===== config.mk =====
export PLATFORM = sky130hd
export DESIGN_NAME = pitb_div_cell
export DESIGN_NICKNAME = d
export VERILOG_FILES = /design/src/design/pitb_pkg.sv /design/src/design/pitb_div_cell.sv
export SDC_FILE = /design/constraint.sdc
export NUM_CORES = 1
export LEC_CHECK = 0
export BUFFER_PORTS_ARGS = -buffer_cell sky130_fd_sc_hd__buf_2
export CORE_AREA = 3 3 307 309
export DETAILED_ROUTE_END_ITERATION = 10
export DIE_AREA = 0 0 310 312
export GPL_TIMING_DRIVEN = 0
export SKIP_CTS_REPAIR_TIMING = 1
export SYNTH_ARGS = -nofsm -noshare
export SYNTH_HDL_FRONTEND = slang
export SYNTH_SLANG_ARGS = --single-unit

===== constraint.sdc =====
create_clock -name aclk -period 8.24 [get_ports aclk]
set_input_delay 1.648 -clock aclk [delete_from_list [all_inputs] [get_ports aclk]]
set_output_delay 1.648 -clock aclk [all_outputs]
set_load 0.005 [all_outputs]

===== src/design/pitb_pkg.sv =====
// Package for the barycentric point-in-triangle block.
// Holds widths, pipeline payload types and small arithmetic helpers; no dependencies.
package pitb_pkg;

    localparam int COORD_BITS = 32;                   // significant coordinate bits
    localparam int FRAC_BITS  = 30;                   // fraction bits of each weight
    localparam int FIELD_W    = 32;                   // width of a coordinate field
    localparam int WEIGHT_W   = 32;                   // width of a weight field
    localparam int TOL_W      = 30;                   // width of the tolerance register
    localparam int DIFF_W     = COORD_BITS + 1;       // coordinate difference
    localparam int PROD_W     = 2 * DIFF_W;           // product of two differences
    localparam int SUM_W      = PROD_W + 1;           // determinant or numerator
    localparam int MAG_W      = SUM_W - 1;            // magnitude of those
    localparam int DVD_W      = MAG_W + FRAC_BITS;    // scaled dividend, also quotient width
    localparam int Q_W        = DVD_W + 1;            // signed quotient
    localparam int QC_W       = Q_W + 2;              // room for 1 - a - b
    localparam int BND_W      = WEIGHT_W + 2;         // bound compare width
    localparam int S_TDATA_W  = 8 * FIELD_W;
    localparam int M_TDATA_W  = ((1 + 3 * WEIGHT_W + 7) / 8) * 8;

    // One division lane: partial remainder and the dividend that turns into the quotient.
    typedef struct packed {
        logic [MAG_W-1:0] rem;
        logic [DVD_W-1:0] dvd;
    } lane_t;

    typedef struct packed {
        logic             valid;
        logic             deg;
        logic             neg_a;
        logic             neg_b;
        logic [MAG_W-1:0] divisor;
        lane_t            lane_a;
        lane_t            lane_b;
    } cell_t;

    typedef struct packed {
        logic                in_tri;
        logic                deg;
        logic [WEIGHT_W-1:0] wa;
        logic [WEIGHT_W-1:0] wb;
        logic [WEIGHT_W-1:0] wc;
    } res_t;

    function automatic logic signed [DIFF_W-1:0] sext_coord(input logic [FIELD_W-1:0] raw);
        return $signed({{(DIFF_W - COORD_BITS){raw[COORD_BITS-1]}}, raw[COORD_BITS-1:0]});
    endfunction

    // Clamp a wide signed value to the weight range.
    function automatic logic [WEIGHT_W-1:0] sat_weight(input logic [QC_W-1:0] x);
        logic hi_ones;
        logic hi_zeros;
        hi_ones  = &x[QC_W-1:WEIGHT_W-1];
        hi_zeros = ~|x[QC_W-1:WEIGHT_W-1];
        if (hi_ones || hi_zeros) begin
            return x[WEIGHT_W-1:0];
        end else if (x[QC_W-1]) begin
            return {1'b1, {(WEIGHT_W-1){1'b0}}};
        end else begin
            return {1'b0, {(WEIGHT_W-1){1'b1}}};
        end
    endfunction

    function automatic logic in_bounds(input logic [WEIGHT_W-1:0] w,
                                       input logic [TOL_W-1:0] tol);
        logic signed [BND_W-1:0] ws;
        logic signed [BND_W-1:0] lo;
        logic signed [BND_W-1:0] hi;
        ws = $signed({{(BND_W - WEIGHT_W){w[WEIGHT_W-1]}}, w});
        lo = -$signed({{(BND_W - TOL_W){1'b0}}, tol});
        hi = $signed(BND_W'(1) << FRAC_BITS) + $signed({{(BND_W - TOL_W){1'b0}}, tol});
        return (ws >= lo) && (ws <= hi);
    endfunction

endpackage


===== src/design/pitb_div_cell.sv =====
// One restoring-division cell: produces one quotient bit for each of the two lanes.
// Depends on pitb_pkg.
module pitb_div_cell (
    input  logic            aclk,
    input  logic            aresetn,
    input  logic            en,
    input  pitb_pkg::cell_t cell_in,
    output pitb_pkg::cell_t cell_out
);
    import pitb_pkg::*;

    cell_t            cell_reg;
    cell_t            cell_next;
    logic [MAG_W:0]   trial_a, trial_b;
    logic [MAG_W:0]   diff_a, diff_b;

    always_comb begin
        trial_a   = {cell_in.lane_a.rem, cell_in.lane_a.dvd[DVD_W-1]};
        trial_b   = {cell_in.lane_b.rem, cell_in.lane_b.dvd[DVD_W-1]};
        diff_a    = trial_a - {1'b0, cell_in.divisor};
        diff_b    = trial_b - {1'b0, cell_in.divisor};
        cell_next = cell_in;
        // A quotient bit of one means the trial remainder did not go negative.
        if (trial_a >= {1'b0, cell_in.divisor}) begin
            cell_next.lane_a.rem = diff_a[MAG_W-1:0];
            cell_next.lane_a.dvd = {cell_in.lane_a.dvd[DVD_W-2:0], 1'b1};
        end else begin
            cell_next.lane_a.rem = trial_a[MAG_W-1:0];
            cell_next.lane_a.dvd = {cell_in.lane_a.dvd[DVD_W-2:0], 1'b0};
        end
        if (trial_b >= {1'b0, cell_in.divisor}) begin
            cell_next.lane_b.rem = diff_b[MAG_W-1:0];
            cell_next.lane_b.dvd = {cell_in.lane_b.dvd[DVD_W-2:0], 1'b1};
        end else begin
            cell_next.lane_b.rem = trial_b[MAG_W-1:0];
            cell_next.lane_b.dvd = {cell_in.lane_b.dvd[DVD_W-2:0], 1'b0};
        end
    end

    always_ff @(posedge aclk) begin
        if (!aresetn) begin
            cell_reg.valid <= 1'b0;
        end else if (en) begin
            cell_reg.valid <= cell_next.valid;
        end
    end

    always_ff @(posedge aclk) begin
        if (en) begin
            cell_reg.deg     <= cell_next.deg;
            cell_reg.neg_a   <= cell_next.neg_a;
            cell_reg.neg_b   <= cell_next.neg_b;
            cell_reg.divisor <= cell_next.divisor;
            cell_reg.lane_a  <= cell_next.lane_a;
            cell_reg.lane_b  <= cell_next.lane_b;
        end
    end

    assign cell_out = cell_reg;

endmodule


==> impl_metrics.env, run 1 <==
export IMPL_cp_end_kind="flip-flop"
export IMPL_yosysWarnings=0
export IMPL_path_cells="buf_2, inv_1, ha_1, nand2_1, o21ai_0, a221oi_2, o21ai_1, nor4b_1, o31a_1, a211o_1, a31oi_1, buf_2, buf_2, nand2_1, o21ai_0"
export IMPL_clock_root_buffer="clkbuf_16"
export IMPL_holdCritPathClass="flip-flop to flip-flop"
export IMPL_die_area_sq_um=96700
export IMPL_grt_start_max_net_pins=98
export IMPL_antenna_found_initial=63
export IMPL_hold_start="cell_out[393]$_SDFFE_PN0P_"
export IMPL_wl_per_cell_um=26.1
export IMPL_crit_path_max_incr_delay_ns=1.05
export IMPL_tightest_slew_ns=1.26
export IMPL_p_leak_nw=12.2
export IMPL_first_iter_violations=1370
export IMPL_syn_to_final_growth_pct=33.8
export IMPL_critPathArrivalTime_ns=6.87
export IMPL_rr_endpoint="cell_out[393]$_SDFFE_PN0P_"
export IMPL_regArea_sq_um=11800
export IMPL_worstReg2RegStart="cell_out[393]$_SDFFE_PN0P_"
export IMPL_drc_errors=0
export IMPL_synth_adder_area_share_pct=7.85
export IMPL_grt_pass1_vias=18457
export IMPL_finalNonFillerCells=3998
export IMPL_min_path_cells=2
export IMPL_place_inst=3879
export IMPL_ir_drop_v=0.000135
export IMPL_h_tree_depth=2
export IMPL_n_fill_cell=9569
export IMPL_cpMaxStageDelayCell="nor4b_1"
export IMPL_synth_simple_area_share_pct=9.55
export IMPL_layout_common_cells="buf_2, edfxtp_1, a21oi_1, nand2_1, o21ai_0"
export IMPL_drt_total_wl_um=104000
export IMPL_grt_setup_unrepaired="false"
export IMPL_postRouteAntennaNets=0
export IMPL_grt_pass1_wl_um=140000
export IMPL_synthesis_nets=2429
export IMPL_die_h_um=312
export IMPL_critPathTopFamily="compound AO/OA/AOI/OAI gates"
export IMPL_crit_buf_inv=4
export IMPL_synth_top_area_share_pct=54.8
export IMPL_outcome="finished, final reports clean"
export IMPL_io_pins=791
export IMPL_finClkSkew_ns=0
export IMPL_path_max_fanout=10
export IMPL_grt_overflow=0
export IMPL_maxCapViolCount=0
export IMPL_synth_top_family_by_area="compound AO/OA/AOI/OAI gates"
export IMPL_cpMostUsedCell="buf_2"
export IMPL_finalSetupViolCount=0
export IMPL_cts_max_path_buffers=3
export IMPL_multi_input_area_sq_um=8970
export IMPL_ys_flop_type="edfxtp_1"
export IMPL_port_buffers=790
export IMPL_timing_final_crit_share_pct=80.0
export IMPL_synth_area_sq_um=21500
export IMPL_viasPerCell=4.66
export IMPL_synthTopCellsByArea="edfxtp_1, ha_1, a21oi_1"
export IMPL_drt_pass1_iter_count=5
export IMPL_powerDensity_nw_per_um2=215
export IMPL_design_area_sq_um=28800
export IMPL_grt_use_total_pct=20.7
export IMPL_drive_above_1_share_pct=34.1
export IMPL_r2r_cells=2
export IMPL_relSlewSlack_pct=14.9
export IMPL_largest_register_ffs=394
export IMPL_synth_edff_count=393
export IMPL_die_width_um=310
export IMPL_final_common_cell="buf_2"
export IMPL_vias=18628
export IMPL_cts_buffers=50
export IMPL_cts_tree="done"
export IMPL_synth_top_cell_by_area="edfxtp_1"
export IMPL_place_area_sq_um=27100
export IMPL_final_min_clock_period_ns=6.59
export IMPL_async_flop_share_pct=0
export IMPL_fin_util_pct=31.5
export IMPL_synth_compound_area_share_pct=15.3
export IMPL_place_hpwl_um=88000
export IMPL_syn_inst=1898
export IMPL_critical_path_class="primary input to flip-flop"
export IMPL_hold_viol=0
export IMPL_clock_sink_count=394
export IMPL_fin_nets=3276
export IMPL_synth_avg_cell_area_sq_um=11.4
export IMPL_fmax_mhz=152
export IMPL_ys_seq_area_share_pct=54.9
export IMPL_cp_startpoint="cell_in[326]"
export IMPL_place_congestion=0.877
export IMPL_clkLatencyLatePin_ns=0.61
export IMPL_clkTransAtPathRegs_ns=0.06
export IMPL_coreArea_sq_um=91700
export IMPL_cp_start_kind="primary input"
export IMPL_required_ns=8.52
export IMPL_synth_distinct_cells=73
export IMPL_ys_ff_latch=394
export IMPL_rows=111
export IMPL_synthXorXnorAreaFrac_pct=5.00
export IMPL_whs_endpoint="cell_out[393]$_SDFFE_PN0P_"
export IMPL_r2r_setup_slack_ns=7.65
export IMPL_start_util_pct=23.5
export IMPL_drv_slew=0
export IMPL_muxShareOfSynthArea_pct=3.84
==> how the worst max path moves through the flow <==
| stage | endpoint | slack [ns] | depth (start not counted) |
|---|---|---|---|
| finish | cell_out[125]$_DFFE_PP_ | 1.65 | 15 |
| global route | cell_out[125]$_DFFE_PP_ | 1.31 | 15 |
| CTS | cell_out[125]$_DFFE_PP_ | 1.51 | 15 |
| detailed placement | cell_out[125]$_DFFE_PP_ | 0.81 | 15 |
| global placement | cell_out[213]$_DFFE_PP_ | -0.89 | 1 |
| floorplan | cell_out[316]$_DFFE_PP_ | 3.30 | 14 |
==> report_power, final <==
group          internal [W]  total [W]  switching, W
Combinational      0.000550    0.00142      0.000869
Sequential          0.00247    0.00252     0.0000519
Clock               0.00131    0.00226      0.000954
==> layer usage <==
metal / share of wire, % / wire [um] / global-route usage (%)
met1: 36 / 38100 / 21.8
met3: 9.1 / 9540 / 8.02
met5: 0.22 / 235 / 0
met4: 5.7 / 5940 / 10.6
met2: 49 / 50700 / 35.6
==> cell type report <==
| type | instances | area share (%) |
|---|---|---|
| clock inverter | 32 | 1.26 |
| tap | 1186 | 5.15 |
| sequential | 394 | 41.0 |
| antenna | 29 | 0.252 |
| buffer | 77 | 1.18 |
| multi-input combinational | 1313 | 31.1 |
| clock buffer | 58 | 4.44 |
| timing repair buffer | 795 | 14.1 |
| inverter | 114 | 1.48 |
==> stage by stage <==
stage | setup WS (ns) | total power (W) | TNS, ns | hold WS [ns]
3_5_place_dp | 0.809 | 0.00399 | 0 | 0.527
4_1_cts | 1.51 | 0.00630 | 0 | 0.541
3_3_place_gp | -0.888 | 0.00401 | -324.38 | 0.495
6_report | 1.65 | 0.00620 | 0 | 0.528
2_1_floorplan | 3.30 | 0.00326 | 0 | 0.507
5_1_grt | 1.31 | 0.00650 | 0 | 0.590
==> cell families (layout without fill, tap and decap cells) <==
family | after synthesis | in the layout
xor+xnor | 123 | 123
flops | 394 | 394
mux | 74 | 74
fa+ha+maj | 134 | 134
buf+inv | 191 | 1076
simple gates | 435 | 435
compound gates | 547 | 547
other cells | 0 | 29
==> synthesized netlist by cell type (19+ instances only) <==
| cell type | number |
|---|---|
| a21o_1 | 48 |
| a21oi_1 | 189 |
| clkbuf_1 | 60 |
| edfxtp_1 | 393 |
| ha_1 | 132 |
| inv_1 | 114 |
| mux2_1 | 27 |
| mux2_2 | 43 |
| nand2_1 | 176 |
| nand3_1 | 19 |
| nand4_1 | 58 |
| nor2_1 | 85 |
| nor3_1 | 23 |
| o21ai_0 | 156 |
| o21bai_1 | 37 |
| xnor2_1 | 73 |
| xor2_1 | 50 |
==> worst reg2reg max path, stage by stage, from the launching register on <==
cell and delay, ns:
dfxtp_1 0.31, mux2i_1 0.12, nor2b_1 0.06
(Power assumes the default switching activity.)
==> run 2: changes to the inputs <==
Settings changed: ABC_AREA set to 1, CORE_AREA 3 3 307 309 to 3 3 304 306, DIE_AREA 0 0 310 312 to 0 0 307 309.
Clock period 8.24 ns to 5.9 ns, I/O delays scaled along.
==> run 2 against run 1 <==
Area after synthesis up 18%. Cell count grew 34%. Combinational power rose by 59%. Flip-flop and latch count is the same. First-iteration DRC count is 20% higher. Sequential power is 40% higher. Final area rose by 13%. Clock power grew 32%. Synthesized cell count increased by 74%. Clock skew did not move. Largest cell class unchanged.
==> impl_metrics.env, run 2 <==
export IMPL_outcome="finished, final reports clean"
export IMPL_final_min_clock_period_ns=4.01
export IMPL_place_inst=5267
export IMPL_cts_max_path_buffers=3
export IMPL_synthXorXnorAreaFrac_pct=2.28
export IMPL_synth_top_cell_by_area="edfxtp_1"
export IMPL_rr_endpoint="cell_out[393]$_SDFFE_PN0P_"
export IMPL_place_hpwl_um=112000
export IMPL_clkLatencyLatePin_ns=0.61
export IMPL_clkTransAtPathRegs_ns=0.06
export IMPL_die_width_um=307
export IMPL_intPower_w=0.00590
export IMPL_maxCapViolCount=0
export IMPL_cts_buffers=47
export IMPL_viasPerCell=4.66
export IMPL_layout_common_cells="nand2_1, buf_2, inv_1, edfxtp_1, nor2_1"
export IMPL_grt_setup_unrepaired="false"
export IMPL_cp_start_kind="primary input"
export IMPL_async_flop_share_pct=0
export IMPL_finalWorstSetupSlack_ns=1.89
export IMPL_drt_pass1_iter_count=5
export IMPL_worstReg2RegStart="cell_out[393]$_SDFFE_PN0P_"
export IMPL_grt_overflow=0
export IMPL_power_clock_fraction_pct=34.1
export IMPL_ys_seq_area_share_pct=46.6
export IMPL_drv_slew=0
export IMPL_synthTopCellsByCount="nand2_1, inv_1, edfxtp_1"
export IMPL_coreArea_sq_um=89900
export IMPL_hold_viol=0
export IMPL_synth_adder_area_share_pct=6.67
export IMPL_ir_drop_v=0.000221
export IMPL_combPwrFrac_pct=25.7
export IMPL_place_congestion=0.941
export IMPL_syn_to_final_growth_pct=28.1
export IMPL_required_ns=6.22
export IMPL_hold_start="cell_out[393]$_SDFFE_PN0P_"
export IMPL_synth_compound_area_share_pct=5.15
export IMPL_drc_errors=0
export IMPL_grt_pass1_vias=24591
export IMPL_cts_tree="done"
export IMPL_ys_flop_type="edfxtp_1"
export IMPL_tightest_slew_ns=0.889
export IMPL_synthTopCellsByArea="edfxtp_1, nand2_1, inv_1"
export IMPL_synthesis_nets=3829
export IMPL_antenna_found_initial=33
export IMPL_synth_top_family_by_area="simple AND/OR/NAND/NOR gates"
export IMPL_synth_most_common_cell="nand2_1"
export IMPL_holdCritPathClass="flip-flop to flip-flop"
export IMPL_clock_sink_count=394
export IMPL_synth_edff_count=393
export IMPL_pre_cts_slack_ns=1.28
export IMPL_first_iter_violations=1640
export IMPL_p_sw_w=0.00288
export IMPL_finClkSkew_ns=0
export IMPL_muxShareOfSynthArea_pct=0
export IMPL_synth_simple_area_share_pct=29.6
export IMPL_die_area_sq_um=94900
export IMPL_synth_area_sq_um=25400
export IMPL_rows=110
export IMPL_io_pins=791
export IMPL_start_util_pct=28.2
export IMPL_min_path_cells=2
export IMPL_yosysWarnings=0
export IMPL_r2r_setup_slack_ns=5.23
export IMPL_grt_start_max_net_pins=122
export IMPL_fmax_mhz=249
export IMPL_swShare_pct=32.8
export IMPL_r2r_cells=2
export IMPL_fin_nets=4671
export IMPL_drive_above_1_share_pct=23.1
export IMPL_critical_path_class="primary input to flip-flop"
export IMPL_die_h_um=309
export IMPL_whs_endpoint="cell_out[393]$_SDFFE_PN0P_"
export IMPL_critPathArrivalTime_ns=4.33
export IMPL_grt_use_total_pct=26.3
export IMPL_relSlewSlack_pct=40.1
export IMPL_drt_total_wl_um=130000
export IMPL_p_leak_nw=16.8
export IMPL_seqPwrFrac_pct=40.2
export IMPL_port_buffers=790
export IMPL_ys_ff_latch=394
export IMPL_syn_inst=3298
export IMPL_worst_hold_slack_ns=0.570
export IMPL_powerDensity_nw_per_um2=270
export IMPL_synth_avg_cell_area_sq_um=7.69
export IMPL_final_common_cell="nand2_1"
export IMPL_timing_final_crit_share_pct=68.0
export IMPL_vias=25031
export IMPL_postRouteAntennaNets=0
export IMPL_synth_distinct_cells=34
export IMPL_timing_setup_tns_ns=0
export IMPL_wl_per_cell_um=24.2
export IMPL_grt_pass1_wl_um=176000
export IMPL_largest_register_ffs=394
export IMPL_cp_end_kind="flip-flop"
export IMPL_finalNonFillerCells=5366
export IMPL_h_tree_depth=2
export IMPL_clock_root_buffer="clkbuf_16"
export IMPL_synth_top_area_share_pct=46.6
export IMPL_finalSetupViolCount=0
export IMPL_path_max_fanout=10
-- run 2: changes by cell type after synthesis, sizes merged, moves of 48 or more --
cell	change
nor2	+152
inv	+476
a21o	-48
xnor2	-68
nand3	+149
o21ai	-110
nand2	+1149
mux2	-70
clkbuf	-59
-- run 2: worst max path at each step --
stage                       from                    endpoint  slack, ns  cells after the start
CTS                 cell_in[349]     cell_out[315]$_DFFE_PP_       1.95                     18
floorplan           cell_in[338]     cell_out[103]$_DFFE_PP_       2.81                     16
finish              cell_in[351]     cell_out[315]$_DFFE_PP_       1.89                     18
detailed placement  cell_in[349]     cell_out[291]$_DFFE_PP_       1.28                     18
global route        cell_in[349]     cell_out[315]$_DFFE_PP_       1.81                     18
global placement              en  cell_out[393]$_SDFFE_PN0P_      -2.92                      3
-- run 2: worst max-delay path: stages --
cell and delay [ns]:
buf_2 0.09, inv_1 0.18, ha_1 0.43, nand2_1 0.12
nor2_2 0.20, inv_2 0.09, nor2_4 0.27, nand3_1 0.20
nor3_1 0.49, nand2_1 0.11, nand2_1 0.08, nor2_1 0.06
nand2_4 0.12, inv_2 0.05, buf_6 0.17, buf_6 0.16
nand2_1 0.13, nand2_1 0.16
-- run 2: power groups by stage --
stage / combinational [W] / clock [W] / sequential [W]
4_1_cts: 0.00228 / 0.00309 / 0.00353
2_1_floorplan: 0.00107 / 0 / 0.00361
5_1_grt: 0.00248 / 0.00318 / 0.00355
3_5_place_dp: 0.00227 / 0 / 0.00358
3_3_place_gp: 0.00227 / 0 / 0.00361
6_report: 0.00226 / 0.00299 / 0.00353
-- run 2: final cells by class --
class / instances / area [sq um]
fill: 9744 / 57400
sequential: 394 / 11800
multi-input combinational: 2286 / 11100
timing repair buffer: 793 / 4050
inverter: 590 / 2210
tap: 1176 / 1470
clock buffer: 51 / 1190
clock inverter: 36 / 384
buffer: 28 / 236
antenna: 12 / 30.0
-- run 2: per-layer routing --
metal / wire length (um) / GRT usage (%) / share of wire (%) / vias up
met5: 217 / 0 / 0.17 / -
met2: 68100 / 50.4 / 53 / 837
met1: 47700 / 27.9 / 37 / 11722
li1: - / - / - / 12232
met3: 8080 / 5.54 / 6.2 / 208
met4: 5620 / 10.9 / 4.3 / 32
-- run 2: through the flow --
| step | power, W | utilization, % | area (sq um) |
|---|---|---|---|
| after detailed placement | 0.00585 | 34.3 | 30900 |
| after floorplan | 0.00468 | - | 25400 |
| after CTS | 0.00890 | 36.1 | 32400 |
| final | 0.00877 | 36.1 | 32500 |
| after global placement | 0.00588 | 34.2 | 30800 |
| after global routing | 0.00921 | 36.1 | 32500 |
-- run 2: cell families (layout without fill, tap and decap cells) --
| family | count (synthesis) | after routing |
|---|---|---|
| simple gates | 1845 | 1845 |
| buf+inv | 618 | 1498 |
| flops | 394 | 394 |
| compound gates | 241 | 241 |
| fa+ha+maj | 134 | 134 |
| xor+xnor | 66 | 66 |
| other cells | 0 | 12 |
