--- src/design/pitb_pkg.sv ---
// Package for the barycentric point-in-triangle block.
// Holds widths, pipeline payload types and small arithmetic helpers; no dependencies.
package pitb_pkg;

    localparam int COORD_BITS = 32;                   // significant coordinate bits
    localparam int FRAC_BITS  = 30;                   // fraction bits of each weight
    localparam int FIELD_W    = 32;                   // width of a coordinate field
    localparam int WEIGHT_W   = 32;                   // width of a weight field
    localparam int TOL_W      = 30;                   // width of the tolerance register
    localparam int DIFF_W     = COORD_BITS + 1;       // coordinate difference
    localparam int PROD_W     = 2 * DIFF_W;           // product of two differences
    localparam int SUM_W      = PROD_W + 1;           // determinant or numerator
    localparam int MAG_W      = SUM_W - 1;            // magnitude of those
    localparam int DVD_W      = MAG_W + FRAC_BITS;    // scaled dividend, also quotient width
    localparam int Q_W        = DVD_W + 1;            // signed quotient
    localparam int QC_W       = Q_W + 2;              // room for 1 - a - b
    localparam int BND_W      = WEIGHT_W + 2;         // bound compare width
    localparam int S_TDATA_W  = 8 * FIELD_W;
    localparam int M_TDATA_W  = ((1 + 3 * WEIGHT_W + 7) / 8) * 8;

    // One division lane: partial remainder and the dividend that turns into the quotient.
    typedef struct packed {
        logic [MAG_W-1:0] rem;
        logic [DVD_W-1:0] dvd;
    } lane_t;

    typedef struct packed {
        logic             valid;
        logic             deg;
        logic             neg_a;
        logic             neg_b;
        logic [MAG_W-1:0] divisor;
        lane_t            lane_a;
        lane_t            lane_b;
    } cell_t;

    typedef struct packed {
        logic                in_tri;
        logic                deg;
        logic [WEIGHT_W-1:0] wa;
        logic [WEIGHT_W-1:0] wb;
        logic [WEIGHT_W-1:0] wc;
    } res_t;

    function automatic logic signed [DIFF_W-1:0] sext_coord(input logic [FIELD_W-1:0] raw);
        return $signed({{(DIFF_W - COORD_BITS){raw[COORD_BITS-1]}}, raw[COORD_BITS-1:0]});
    endfunction

    // Clamp a wide signed value to the weight range.
    function automatic logic [WEIGHT_W-1:0] sat_weight(input logic [QC_W-1:0] x);
        logic hi_ones;
        logic hi_zeros;
        hi_ones  = &x[QC_W-1:WEIGHT_W-1];
        hi_zeros = ~|x[QC_W-1:WEIGHT_W-1];
        if (hi_ones || hi_zeros) begin
            return x[WEIGHT_W-1:0];
        end else if (x[QC_W-1]) begin
            return {1'b1, {(WEIGHT_W-1){1'b0}}};
        end else begin
            return {1'b0, {(WEIGHT_W-1){1'b1}}};
        end
    endfunction

    function automatic logic in_bounds(input logic [WEIGHT_W-1:0] w,
                                       input logic [TOL_W-1:0] tol);
        logic signed [BND_W-1:0] ws;
        logic signed [BND_W-1:0] lo;
        logic signed [BND_W-1:0] hi;
        ws = $signed({{(BND_W - WEIGHT_W){w[WEIGHT_W-1]}}, w});
        lo = -$signed({{(BND_W - TOL_W){1'b0}}, tol});
        hi = $signed(BND_W'(1) << FRAC_BITS) + $signed({{(BND_W - TOL_W){1'b0}}, tol});
        return (ws >= lo) && (ws <= hi);
    endfunction

endpackage

--- src/design/pitb_post.sv ---
// Back end: signs the quotients, forms the third weight, saturates and runs the bound test.
// Depends on pitb_pkg.
module pitb_post (
    input  logic                      aclk,
    input  logic                      aresetn,
    input  logic                      en,
    input  pitb_pkg::cell_t           cell_in,
    input  logic [pitb_pkg::TOL_W-1:0] tol,
    output logic                      res_valid,
    output pitb_pkg::res_t            res
);
    import pitb_pkg::*;

    logic [3:0]          valid_reg;
    logic [2:0]          deg_reg;
    logic [Q_W-1:0]      qa_reg, qb_reg;
    logic [QC_W-1:0]     qc_reg;
    logic [WEIGHT_W-1:0] wa_reg, wb_reg, wa2_reg, wb2_reg, wc_reg;
    logic [Q_W-1:0]      qa_next, qb_next;
    logic [QC_W-1:0]     qa_ext, qb_ext, qc_next;
    res_t                res_reg;
    res_t                res_next;

    always_comb begin
        qa_next = cell_in.neg_a ? -{1'b0, cell_in.lane_a.dvd} : {1'b0, cell_in.lane_a.dvd};
        qb_next = cell_in.neg_b ? -{1'b0, cell_in.lane_b.dvd} : {1'b0, cell_in.lane_b.dvd};
        qa_ext  = {{(QC_W - Q_W){qa_reg[Q_W-1]}}, qa_reg};
        qb_ext  = {{(QC_W - Q_W){qb_reg[Q_W-1]}}, qb_reg};
        qc_next = (QC_W'(1) << FRAC_BITS) - qa_ext - qb_ext;
    end

    always_comb begin
        res_next = '0;
        res_next.deg = deg_reg[2];
        if (!deg_reg[2]) begin
            res_next.wa     = wa2_reg;
            res_next.wb     = wb2_reg;
            res_next.wc     = wc_reg;
            res_next.in_tri = in_bounds(wa2_reg, tol) && in_bounds(wb2_reg, tol)
                              && in_bounds(wc_reg, tol);
        end
    end

    always_ff @(posedge aclk) begin
        if (!aresetn) begin
            valid_reg <= '0;
        end else if (en) begin
            valid_reg <= {valid_reg[2:0], cell_in.valid};
        end
    end

    always_ff @(posedge aclk) begin
        if (en) begin
            deg_reg <= {deg_reg[1:0], cell_in.deg};
            qa_reg  <= qa_next;
            qb_reg  <= qb_next;
            qc_reg  <= qc_next;
            wa_reg  <= sat_weight({{(QC_W - Q_W){qa_reg[Q_W-1]}}, qa_reg});
            wb_reg  <= sat_weight({{(QC_W - Q_W){qb_reg[Q_W-1]}}, qb_reg});
            wa2_reg <= wa_reg;
            wb2_reg <= wb_reg;
            wc_reg  <= sat_weight(qc_reg);
            res_reg <= res_next;
        end
    end

    assign res_valid = valid_reg[3];
    assign res       = res_reg;

endmodule

--- config.mk ---
export PLATFORM = sky130hd
export DESIGN_NAME = pitb_post
export DESIGN_NICKNAME = d
export VERILOG_FILES = /design/src/design/pitb_pkg.sv /design/src/design/pitb_post.sv
export SDC_FILE = /design/constraint.sdc
export NUM_CORES = 1
export LEC_CHECK = 0
export BUFFER_PORTS_ARGS = -buffer_cell sky130_fd_sc_hd__buf_4
export CAP_MARGIN = 20
export CELL_PAD_IN_SITES_DETAIL_PLACEMENT = 1
export CELL_PAD_IN_SITES_GLOBAL_PLACEMENT = 1
export CORE_AREA = 5 5 331 333
export DETAILED_ROUTE_END_ITERATION = 12
export DIE_AREA = 0 0 336 338
export PLACE_DENSITY = 0.71
export SLEW_MARGIN = 20
export SYNTH_ARGS = -nofsm -noshare
export SYNTH_HDL_FRONTEND = slang
export SYNTH_SLANG_ARGS = --single-unit
--- constraint.sdc ---
create_clock -name aclk -period 4.9 [get_ports aclk]
set_input_delay 0.245 -clock aclk [delete_from_list [all_inputs] [get_ports aclk]]
set_output_delay 0.245 -clock aclk [all_outputs]
set_load 0.02 [all_outputs]
==> results.rst, run 1 <==
.. list-table::
   :header-rows: 1

   * - Metric
     - Value
   * - Outcome
     - completed
   * - Flip-flop count of the largest register, all copies and words added
     - 99
   * - Synthesized netlist net count
     - 4206
   * - Share of synthesized area occupied by flip-flops and latches
     - a little under half
   * - Number of violations of the max-capacitance limit
     - 0
   * - Setup repair after global routing missed its margin
     - false
   * - Net count of the finished layout
     - approximately 4700
   * - I/O pin count
     - 526
   * - Initial core utilization
     - 33.8%
   * - Most frequent cells after synthesis
     - sky130_fd_sc_hd__edfxtp_1, sky130_fd_sc_hd__ha_1, sky130_fd_sc_hd__inv_1, sky130_fd_sc_hd__xnor2_1, sky130_fd_sc_hd__o21ai_0
   * - Compound-Gate Fraction of Synth Area
     - 14.0%
   * - Count of endpoints failing hold in the final timing report
     - 0
   * - Start point of the critical path
     - cell_in[14]
   * - Via count
     - between 20000 and 30000
   * - Maximum root-to-sink buffer count
     - 3
   * - NetSw
     - slightly above 5 mW
   * - Placeable core region
     - about 0.11 mm2
   * - Area share of the largest cell type after synthesis
     - between 40% and 50%
   * - Met2 Routed Length
     - about 60000 um
   * - Min cycle time layout
     - roughly 4700 ps
   * - Kind of start point of the critical path
     - input pin
   * - Detail-routed via count per cell
     - ~5.3
   * - Final design utilization
     - around two fifths
   * - Drt first-iter violations
     - around 1800
   * - Rel. slew slack
     - between 20% and 30%
   * - GP Congestion
     - between 0.9 and 1
   * - Ratio of cells with drive above 1 in the final layout
     - 12.7%
   * - Post-Synth Simple-Gate Area
     - approximately 14%
   * - First drt pass iteration count
     - 5
   * - Count of unresolved DRC violations after routing
     - 0
   * - Worst clock skew
     - slightly below 30 ps
   * - Via count of the first global-routing pass
     - about 30000
   * - Portion of total power attributed to sequential cells
     - 41.6%
   * - Max Clk Rate
     - between 200 and 250 MHz
   * - GRT Residual Overflow
     - 0
   * - CP max FO
     - 8
   * - Hold Startpoint
     - cell_in[1]
   * - Worst hold path class
     - in2reg
   * - Power density normalized to cell area
     - approximately 350 mW/mm2
   * - Ratio of final minimum period to clock period
     - between 90% and 100%
   * - Standard-cell row count
     - 120
   * - Overall die area
     - 0.114 mm2
   * - Area of the mapped netlist
     - between 0.03 and 0.04 mm2
   * - Launching point of the worst reg2reg path
     - qa_reg[32]$_DFFE_PP_
   * - Parity-gate share of the synthesized area counting xor and xnor cells
     - 7.49%
   * - Crit. End Element
     - flip-flop
   * - Combinational Power Share
     - 27.3%
   * - Gate count after technology mapping
     - roughly 3400
   * - Count of pins over their slew limit
     - 0
   * - Peak VDD IR
     - 0.255 mV
   * - Leading area contributor after synthesis
     - sky130_fd_sc_hd__edfxtp_1
   * - Top FF cell, synth
     - sky130_fd_sc_hd__edfxtp_1
   * - Number of flops mapped to enable cells by yosys
     - 554
   * - CTS buffer count
     - 67
   * - Clock transition at path regs
     - about 60 ps
   * - Overall die height
     - 338 um
   * - X dimension of the die
     - ~340 um
   * - Clock tree from TritonCTS
     - done
   * - Wire length per cell
     - around 23 um
   * - Leading cell type by number of instances after synthesis
     - sky130_fd_sc_hd__edfxtp_1
   * - Top Layer Used
     - met5
   * - Static power due to leakage
     - about 18 nW
   * - Multiplexer share of the synthesized area
     - less than 1%
   * - Largest cells by area after synthesis
     - sky130_fd_sc_hd__edfxtp_1, sky130_fd_sc_hd__ha_1, sky130_fd_sc_hd__xnor2_1
   * - Met3 routed WL
     - around 5300 um
   * - Number of antenna violations at the first check in global routing
     - 8
   * - Clock power share
     - a little under a third
   * - Wire length the detailed router placed on met1
     - 51600 um
   * - Synthesis-to-layout area growth
     - 23.2%
   * - Antenna-violating nets left
     - 0
   * - Combinational family with the most area after synthesis
     - simple AND/OR/NAND/NOR gates
   * - Synthesis-stage register bit count
     - ~560
   * - Share of flip-flops with an asynchronous set or reset after synthesis
     - 0%
   * - Worst-Skew Late Latency
     - between 600 and 700 ps
   * - Clock sinks
     - 558
   * - H-tree depth
     - 3
   * - Switching share of power
     - between 30% and 40%
   * - Average size of a mapped cell
     - approximately 11 um2
   * - Final-layout setup total negative slack
     - 0 ps
   * - Critical path data arrival time
     - about 5100 ps
   * - Warnings, synthesis
     - 0
   * - Cell chosen for the clock root
     - sky130_fd_sc_hd__clkbuf_16
   * - Count of different cell masters after synthesis
     - 74
   * - P_int
     - 10.6 mW
   * - Count of input and output buffers
     - 327
   * - Kind of critical path
     - in2reg
   * - Slew at the pin closest to its max-slew limit
     - 1100 ps
   * - Worst hold margin
     - about 97 ps
   * - Placed wire-length estimate after detailed placement
     - between 90000 and 100000 um
   * - Total Routing Usage GR
     - approximately a fifth
   * - Routed wire length
     - approximately 120000 um
   * - Maximum number of pins on one net before global-route repair
     - 120
   * - Worst Path Required
     - 5280 ps
   * - Number of setup violations in the final report
     - 0
   * - Share of synthesized cell area in full adder, half adder and majority cells
     - roughly an eighth
   * - Global-route wire length before repair
     - between 150000 and 200000 um
## through the flow
step           instance area (um2)  power, mW  std cells  worst slack [ps]
6_report                     44200       15.7       5381               173
5_1_grt                      44200       16.5       5376              14.0
4_1_cts                      44200       15.8       5373               123
3_5_place_dp                 40000       10.7       5052              54.2
3_3_place_gp                 40000       10.5       5052               121
2_1_floorplan                35900       9.03       3398               621
## layout make-up
type	instances	area (um2)
Clock inverter	31	354
Sequential cell	558	16700
Multi-Input combinational cell	2440	17700
Antenna cell	8	20.0
Timing Repair Buffer	568	4830
Clock buffer	85	1770
Inverter	288	1080
Fill cell	11800	62100
Tap cell	1403	1760
## layout by cell type, fill, tap and decap left out, drive strengths merged, types with 15 or more instances in the layout
master / Yosys / final
a211oi: 15 / 15
a21o: 103 / 103
a21oi: 201 / 201
buf: 5 / 363
clkbuf: 107 / 85
clkinv: 0 / 18
dlygate4sd3: 0 / 205
edfxtp: 554 / 554
ha: 380 / 380
inv: 288 / 293
nand2: 222 / 222
nand2b: 15 / 15
nand3: 56 / 56
nand4: 139 / 139
nor2: 122 / 122
nor2b: 117 / 117
nor3: 56 / 56
nor4: 90 / 90
o21ai: 256 / 256
o21bai: 29 / 29
o31ai: 60 / 60
o41ai: 34 / 34
or3: 49 / 49
or4: 38 / 38
xnor2: 269 / 269
xor2: 38 / 38
## final timing paths
| kind | to | slack (ps) | cells past startpoint |
|---|---|---|---|
| worst min-delay path | qb_reg[5]$_DFFE_PP_ | 100 | 3 |
| worst max-delay path | qb_reg[90]$_DFFE_PP_ | 170 | 13 |
| worst min register to register | wa2_reg[10]$_DFFE_PP_ | 420 | 0 |
| worst max register to register | qc_reg[94]$_DFFE_PP_ | 310 | 13 |
## power groups by stage
stage | clock network (mW) | registers [mW] | logic (mW)
floorplan | 0 | 6.47 | 2.57
global placement | 0 | 6.55 | 3.97
detailed placement | 0 | 6.59 | 4.06
CTS | 5.01 | 6.50 | 4.25
global route | 5.22 | 6.56 | 4.69
finish | 4.87 | 6.51 | 4.27
## cells by family (layout without fill, tap and decap cells)
logic type | after synthesis | in the layout
flops | 558 | 558
other cells | 0 | 8
fa+ha+maj | 382 | 382
simple gates | 948 | 948
xor+xnor | 307 | 307
buf+inv | 400 | 972
compound gates | 798 | 798
mux | 5 | 5
## repair_timing
item                                   CTS  global route
resized for setup                        0             3
hold buffers                           205             0
setup endpoints to repair                0             3
buffers inserted                         0             0
endpoints found under the hold margin  195             0
## layer usage
layer	GRT usage, %	vias to the layer above
met4	8.20	4
li1	-	13700
met3	2.86	163
met1	26.1	13900
met5	0	-
met2	37.4	676
## critical path: stages
cell and delay [ps]:
sky130_fd_sc_hd__dlygate4sd3_1 600, sky130_fd_sc_hd__buf_4 170, sky130_fd_sc_hd__or4_1 570, sky130_fd_sc_hd__nor3_1 300
sky130_fd_sc_hd__nand3_2 280, sky130_fd_sc_hd__or3_1 570, sky130_fd_sc_hd__nor3_2 330, sky130_fd_sc_hd__and4_1 290
sky130_fd_sc_hd__nand3_1 220, sky130_fd_sc_hd__or4_1 550, sky130_fd_sc_hd__o31ai_1 300, sky130_fd_sc_hd__xnor2_1 100
sky130_fd_sc_hd__dlygate4sd3_1 570
No activity file was read; power rests on OpenSTA's default activity.
==> run 2: changes to the inputs <==
==> constraint.sdc (replaced) <==
create_clock -name aclk -period 5.4 [get_ports aclk]
set_input_delay 0.27 -clock aclk [delete_from_list [all_inputs] [get_ports aclk]]
set_output_delay 0.27 -clock aclk [all_outputs]
set_load 0.02 [all_outputs]
==> run 2 against run 1 <==
Compared with the run above:
- sequential share of layout area hardly changed
- clock power fell by 2%
- combinational power is 11% lower
- non-clock buffer count down 22
- count of clock-buffer cells in the layout down 5
- largest cell class unchanged
- core utilization hardly changed
- cell count down 0.26%
- hold slack lost 57 ps
- first-iteration DRC count down 6.1%
- routed wire length shrank 0.61%
- critical path depth increased by 2
- via count hardly changed
==> results.rst, run 2 (synthesized netlist as in run 1, its figures left out) <==
.. list-table::
   :header-rows: 1

   * - Metric
     - Value
   * - Count of input and output buffers
     - 327
   * - Count of pins over their slew limit
     - 0
   * - Total Routing Usage GR
     - a little over 20%
   * - H-tree depth
     - 3
   * - Flop2flop setup slack
     - ~670 ps
   * - Via count of the first global-routing pass
     - 30400
   * - Antenna-violating nets left
     - 0
   * - Count of unresolved DRC violations after routing
     - 0
   * - CP max FO
     - 4
   * - Via count
     - 28500
   * - Cell chosen for the clock root
     - sky130_fd_sc_hd__clkbuf_16
   * - Cts repair resizes
     - 0
   * - Highest-count cells in the layout ignoring fill and taps
     - sky130_fd_sc_hd__edfxtp_1, sky130_fd_sc_hd__ha_1, sky130_fd_sc_hd__buf_4
   * - Worst Path Required
     - approximately 5800 ps
   * - Max Clk Rate
     - around 210 MHz
   * - Max stage delay on crit path
     - approximately 700 ps
   * - Overall die height
     - 338 um
   * - Worst setup slack after layout
     - between 600 and 700 ps
   * - X dimension of the die
     - 336 um
   * - Count of endpoints failing hold in the final timing report
     - 0
   * - Kind of start point of the critical path
     - flip-flop
   * - GRT Residual Overflow
     - 0
   * - Number of antenna violations at the first check in global routing
     - 10
   * - Standard-cell row count
     - 120
   * - Routed wire length
     - 121000 um
   * - GP Congestion
     - 0.915
   * - Final design utilization
     - about two fifths
   * - Clock sinks
     - roughly 560
   * - Synthesis-to-layout area growth
     - 23.3%
   * - Number of setup violations in the final report
     - 0
   * - Worst hold path class
     - in2reg
   * - Slew at the pin closest to its max-slew limit
     - between 1000 and 1500 ps
   * - Peak VDD IR
     - between 0.2 and 0.25 mV
   * - Clock transition at path regs
     - around 60 ps
   * - Wire length per cell
     - approximately 22 um
   * - Area of the multi-input gates
     - 0.0177 mm2
   * - Flip-flop count of the largest register, all copies and words added
     - 99
   * - Critical path data arrival time
     - about 5100 ps
   * - Outcome
     - completed
   * - Critical path capture point
     - qc_reg[57]$_DFFE_PP_
   * - Reg2reg path depth
     - 15
   * - Kind of critical path
     - reg2reg
   * - Number of violations of the max-capacitance limit
     - 0
   * - Maximum number of pins on one net before global-route repair
     - around 150
   * - Launching point of the worst reg2reg path
     - qa_reg[1]$_DFFE_PP_
   * - Start point of the critical path
     - qa_reg[1]$_DFFE_PP_
   * - Crit path buf inv count
     - 2
   * - Sequential standard cell area
     - approximately 0.017 mm2
   * - Final-layout setup total negative slack
     - 0 ps
   * - Global-route wire length before repair
     - ~180000 um
   * - Total design power
     - about 14 mW
   * - Placeable core region
     - 0.106 mm2
   * - Worst-Skew Late Latency
     - between 600 and 700 ps
   * - Min cycle time layout
     - approximately 4700 ps
   * - Rel. slew slack
     - between 20% and 30%
   * - Crit-path cells
     - ha_1, inv_1, ha_1, inv_1, fa_1, nand2b_1, a21oi_1, o211ai_1, a2111oi_0, nor2_1, o21ai_0, a31o_2, nor2_1, o21a_1, xnor2_1
   * - First drt pass iteration count
     - 5
   * - Setup repair after global routing missed its margin
     - false
   * - Critical R2R Capture
     - qc_reg[57]$_DFFE_PP_
   * - Overall die area
     - around 0.11 mm2
   * - Initial core utilization
     - 33.8%
   * - I/O pin count
     - approximately 530
   * - Worst clock skew
     - 49.8 ps
   * - Setup repair bufs after CTS
     - 0
   * - CP top delay family
     - compound AO/OA/AOI/OAI gates
   * - Post-CTS Hold Fix Bufs
     - between 150 and 200
   * - Detail-routed via count per cell
     - about 5.3
   * - Placed wire-length estimate after detailed placement
     - a little under 100000 um
   * - Power density normalized to cell area
     - about 330 mW/mm2
   * - Static power due to leakage
     - 17.8 nW
   * - Drt first-iter violations
     - roughly 1700
   * - Ratio of final minimum period to clock period
     - between 80% and 90%
   * - Net count of the finished layout
     - 4711
   * - Crit. End Element
     - flip-flop
   * - Ratio of cells with drive above 1 in the final layout
     - approximately an eighth
   * - Commonest non-fill, non-tap cell in the layout
     - sky130_fd_sc_hd__edfxtp_1
   * - Maximum root-to-sink buffer count
     - 3
   * - Fill cell count
     - 11800
   * - Worst hold margin
     - between 40 and 50 ps
   * - Dpl ws
     - between 500 and 600 ps
   * - Levels on crit path
     - 15
   * - CTS buffer count
     - 69
   * - Clock tree from TritonCTS
     - done
   * - Slowest cell on the critical path
     - sky130_fd_sc_hd__a2111oi_0
[run 2: area by class of cell]
type	count	area share [%]
Multi-Input combinational cell	2440	40.0
Sequential cell	558	37.8
Inverter	288	2.44
Clock buffer	80	4.04
Antenna cell	8	0.0453
Clock inverter	44	1.28
Tap cell	1403	3.97
Timing Repair Buffer	546	10.5
[run 2: how the worst min path moves through the flow]
stage,cells after the start,to,from
6_report,2,qa_reg[26]$_DFFE_PP_,cell_in[188]
5_1_grt,2,qa_reg[26]$_DFFE_PP_,cell_in[188]
4_1_cts,2,qa_reg[26]$_DFFE_PP_,cell_in[188]
3_5_place_dp,0,wa2_reg[27]$_DFFE_PP_,wa_reg[27]$_DFFE_PP_
3_3_place_gp,0,wb2_reg[3]$_DFFE_PP_,wb_reg[3]$_DFFE_PP_
2_1_floorplan,0,deg_reg[0]$_DFFE_PP_,cell_in[392]
[run 2: power by group]
part	switching (mW)	leakage [nW]	internal, mW
registers	0.361	5.49	5.54
logic	2.29	11.2	1.52
clock network	1.96	1.14	2.81
total	4.61	17.8	9.87
[run 2: routing by layer]
| layer | track usage [%] | vias up | part of all wire (%) |
|---|---|---|---|
| li1 | - | 13700 | - |
| met2 | 36.5 | 734 | 49 |
| met3 | 3.01 | 193 | 4.9 |
| met4 | 8.90 | 8 | 4.5 |
| met1 | 25.6 | 13900 | 42 |
| met5 | 0 | - | 0.043 |
[run 2: per-stage QoR]
step,cells,instance area [um2]
2_1_floorplan,3398,35900
3_3_place_gp,5040,39900
3_5_place_dp,5040,39900
4_1_cts,5359,44200
5_1_grt,5361,44200
6_report,5367,44200
==> run 3: changes to the inputs <==
--- a/config.mk
+++ b/config.mk
@@ -9,9 +9,9 @@
 export CAP_MARGIN = 20
 export CELL_PAD_IN_SITES_DETAIL_PLACEMENT = 1
 export CELL_PAD_IN_SITES_GLOBAL_PLACEMENT = 1
-export CORE_AREA = 5 5 331 333
+export CORE_AREA = 5 5 297 372
 export DETAILED_ROUTE_END_ITERATION = 12
-export DIE_AREA = 0 0 336 338
+export DIE_AREA = 0 0 302 377
 export PLACE_DENSITY = 0.71
 export SLEW_MARGIN = 20
 export SYNTH_ARGS = -nofsm -noshare
==> run 3 against run 2 <==
Compared with the run above:
- sequential share of layout area up 0.27 points
- largest cell class unchanged
- via count up 0.48%
- critical path type is now in2reg
- die area grew 0.25%
- largest power group unchanged
- critical path depth fell by 2
==> results.rst, run 3 (synthesized netlist as in run 1, its figures left out) <==
.. list-table::
   :header-rows: 1

   * - Metric
     - Value
   * - Sequential standard cell area
     - ~0.017 mm2
   * - Worst setup slack after layout
     - between 500 and 600 ps
   * - Wire length per cell
     - 23.2 um
   * - Detail-routed via count per cell
     - 5.34
   * - Standard-cell row count
     - 134
   * - Antenna-violating nets left
     - 0
   * - Highest-count cells in the layout ignoring fill and taps
     - sky130_fd_sc_hd__edfxtp_1, sky130_fd_sc_hd__ha_1, sky130_fd_sc_hd__buf_4
   * - Met2 usage in global routing
     - between 30% and 40%
   * - First drt pass iteration count
     - 5
   * - Clock power share
     - between 30% and 40%
   * - Count of endpoints failing hold in the final timing report
     - 0
   * - Crit path buf inv count
     - 3
   * - GR peak layer
     - met2
   * - Overall die height
     - about 380 um
   * - Max Clk Rate
     - roughly 210 MHz
   * - P_int
     - between 9 and 10 mW
   * - Final-layout setup total negative slack
     - 0 ps
   * - Clock tree from TritonCTS
     - done
   * - Critical path data arrival time
     - between 5000 and 6000 ps
   * - Net count of the finished layout
     - 4697
   * - Outcome
     - completed
   * - Initial core utilization
     - 33.8%
   * - Placeable core region
     - between 0.1 and 0.15 mm2
   * - Placed wire-length estimate after detailed placement
     - just under 100000 um
   * - H-tree depth
     - 2
   * - Min cycle time layout
     - approximately 4800 ps
   * - Max stage delay on crit path
     - 590 ps
   * - Area of the multi-input gates
     - about 0.018 mm2
   * - Slew at the pin closest to its max-slew limit
     - roughly 1100 ps
   * - Dpl ws
     - 645 ps
   * - Peak VDD IR
     - about 0.24 mV
   * - Number of antenna violations at the first check in global routing
     - 10
   * - Met1 global-route usage
     - 25.0%
   * - CTS buffer count
     - a little under 60
   * - GRT Residual Overflow
     - 0
   * - Flip-flop count of the largest register, all copies and words added
     - between 90 and 100
   * - Rel. slew slack
     - 26.1%
   * - Maximum root-to-sink buffer count
     - 3
   * - Global-route wire length before repair
     - approximately 190000 um
   * - Total Routing Usage GR
     - 21.3%
   * - Static power due to leakage
     - between 15 and 20 nW
   * - Cell chosen for the clock root
     - sky130_fd_sc_hd__clkbuf_16
   * - Fill cell count
     - 11800
   * - Worst clock skew
     - 79.2 ps
   * - Count of input and output buffers
     - around 330
   * - Number of setup violations in the final report
     - 0
   * - X dimension of the die
     - roughly 300 um
   * - CP top delay family
     - simple AND/OR/NAND/NOR gates
   * - Count of pins over their slew limit
     - 0
   * - Crit-path cells
     - dlygate4sd3_1, buf_4, or4_1, nor4_1, nor2b_1, nand3_1, or4_4, or4_4, nor2_1, nand2_1, o31ai_2, xnor2_1, dlygate4sd3_1
   * - Final instance area
     - 0.0439 mm2
   * - Routed wire length
     - roughly 120000 um
   * - Maximum number of pins on one net before global-route repair
     - between 150 and 200
   * - Via count of the first global-routing pass
     - slightly above 30000
   * - Placed standard-cell area
     - 0.0399 mm2
   * - Ratio of final minimum period to clock period
     - around nine tenths
   * - Worst Path Required
     - 5810 ps
   * - Kind of start point of the critical path
     - input pin
   * - Crit. End Element
     - flip-flop
   * - Commonest non-fill, non-tap cell in the layout
     - sky130_fd_sc_hd__edfxtp_1
   * - CP max FO
     - 5
   * - Overall die area
     - approximately 0.11 mm2
   * - Clock transition at path regs
     - 60 ps
   * - Setup repair bufs after CTS
     - 0
   * - Drt first-iter violations
     - roughly 1700
   * - Combinational Power Share
     - 27.5%
   * - NetSw
     - approximately 4.5 mW
   * - Kind of critical path
     - in2reg
   * - Final design utilization
     - 41.3%
   * - Ratio of cells with drive above 1 in the final layout
     - ~13%
   * - Via count
     - about 29000
   * - Worst-Skew Late Latency
     - roughly 690 ps
   * - Worst hold path class
     - in2reg
   * - Count of unresolved DRC violations after routing
     - 0
   * - Portion of total power attributed to sequential cells
     - approximately two fifths
   * - GP Congestion
     - just under 1
   * - Setup repair after global routing missed its margin
     - false
   * - Synthesis-to-layout area growth
     - 22.4%
   * - Power density normalized to cell area
     - ~320 mW/mm2
   * - Clock sinks
     - between 500 and 600
   * - Number of violations of the max-capacitance limit
     - 0
   * - Total design power
     - 14.0 mW
   * - Met3 usage
     - 2.43%
   * - Switching share of power
     - between 30% and 40%
   * - Slowest cell on the critical path
     - sky130_fd_sc_hd__dlygate4sd3_1
   * - I/O pin count
     - around 530
==> run 3: changes by cell type in the layout (fill, tap and decap cells not counted), sizes merged <==
cell         before  now
buf             351  350
inv             291  293
clkinv           30   25
bufinv            8    9
clkbuf           80   64
diode             8    6
clkinvlp          3    7
dlygate4sd3     195  193
==> run 3: final cells by class <==
type / instances / area share, %
clock inverters: 46 / 1.30
well taps: 1428 / 4.07
inverters: 288 / 2.46
multi-input cells: 2440 / 40.2
repair buffers: 543 / 10.5
flip-flops and latches: 558 / 38.1
diodes: 6 / 0.0342
clock buffers: 64 / 3.36
==> run 3: final timing paths <==
check / depth (start not counted) / end / slack (ps) / from
worst max-delay path: 13 / qa_reg[90]$_DFFE_PP_ / 550 / cell_in[186]
worst max register to register: 15 / qc_reg[97]$_DFFE_PP_ / 700 / qa_reg[1]$_DFFE_PP_
worst min-delay path: 2 / qb_reg[91]$_DFFE_PP_ / 30 / cell_in[91]
worst min register to register: 0 / wa2_reg[27]$_DFFE_PP_ / 410 / wa_reg[27]$_DFFE_PP_
==> run 3: power by group through the flow <==
| stage | Combinational, mW | Clock [mW] | Sequential [mW] |
|---|---|---|---|
| 6_report | 3.87 | 4.28 | 5.89 |
| 2_1_floorplan | 2.33 | 0 | 5.87 |
| 3_3_place_gp | 3.62 | 0 | 5.94 |
| 5_1_grt | 4.24 | 4.58 | 5.94 |
| 4_1_cts | 3.85 | 4.39 | 5.89 |
| 3_5_place_dp | 3.70 | 0 | 5.98 |
==> run 3: routing by layer <==
metal | part of all wire (%) | wire length (um)
met5 | 0.022 | 28
met4 | 5.4 | 6690
met3 | 3.6 | 4500
met2 | 50 | 62900
met1 | 41 | 50500
==> run 3: what timing repair did <==
action,CTS,global route
endpoints found under the setup margin,0,0
hold buffers,192,1
gates resized for setup,0,0
endpoints found under the hold margin,184,1
==> run 3: through the flow <==
stage	hold slack, ps	cells
after floorplan	369	3398
after global routing	3.03	5370
after detailed placement	406	5064
after CTS	2.43	5366
after global placement	402	5064
final	29.6	5373
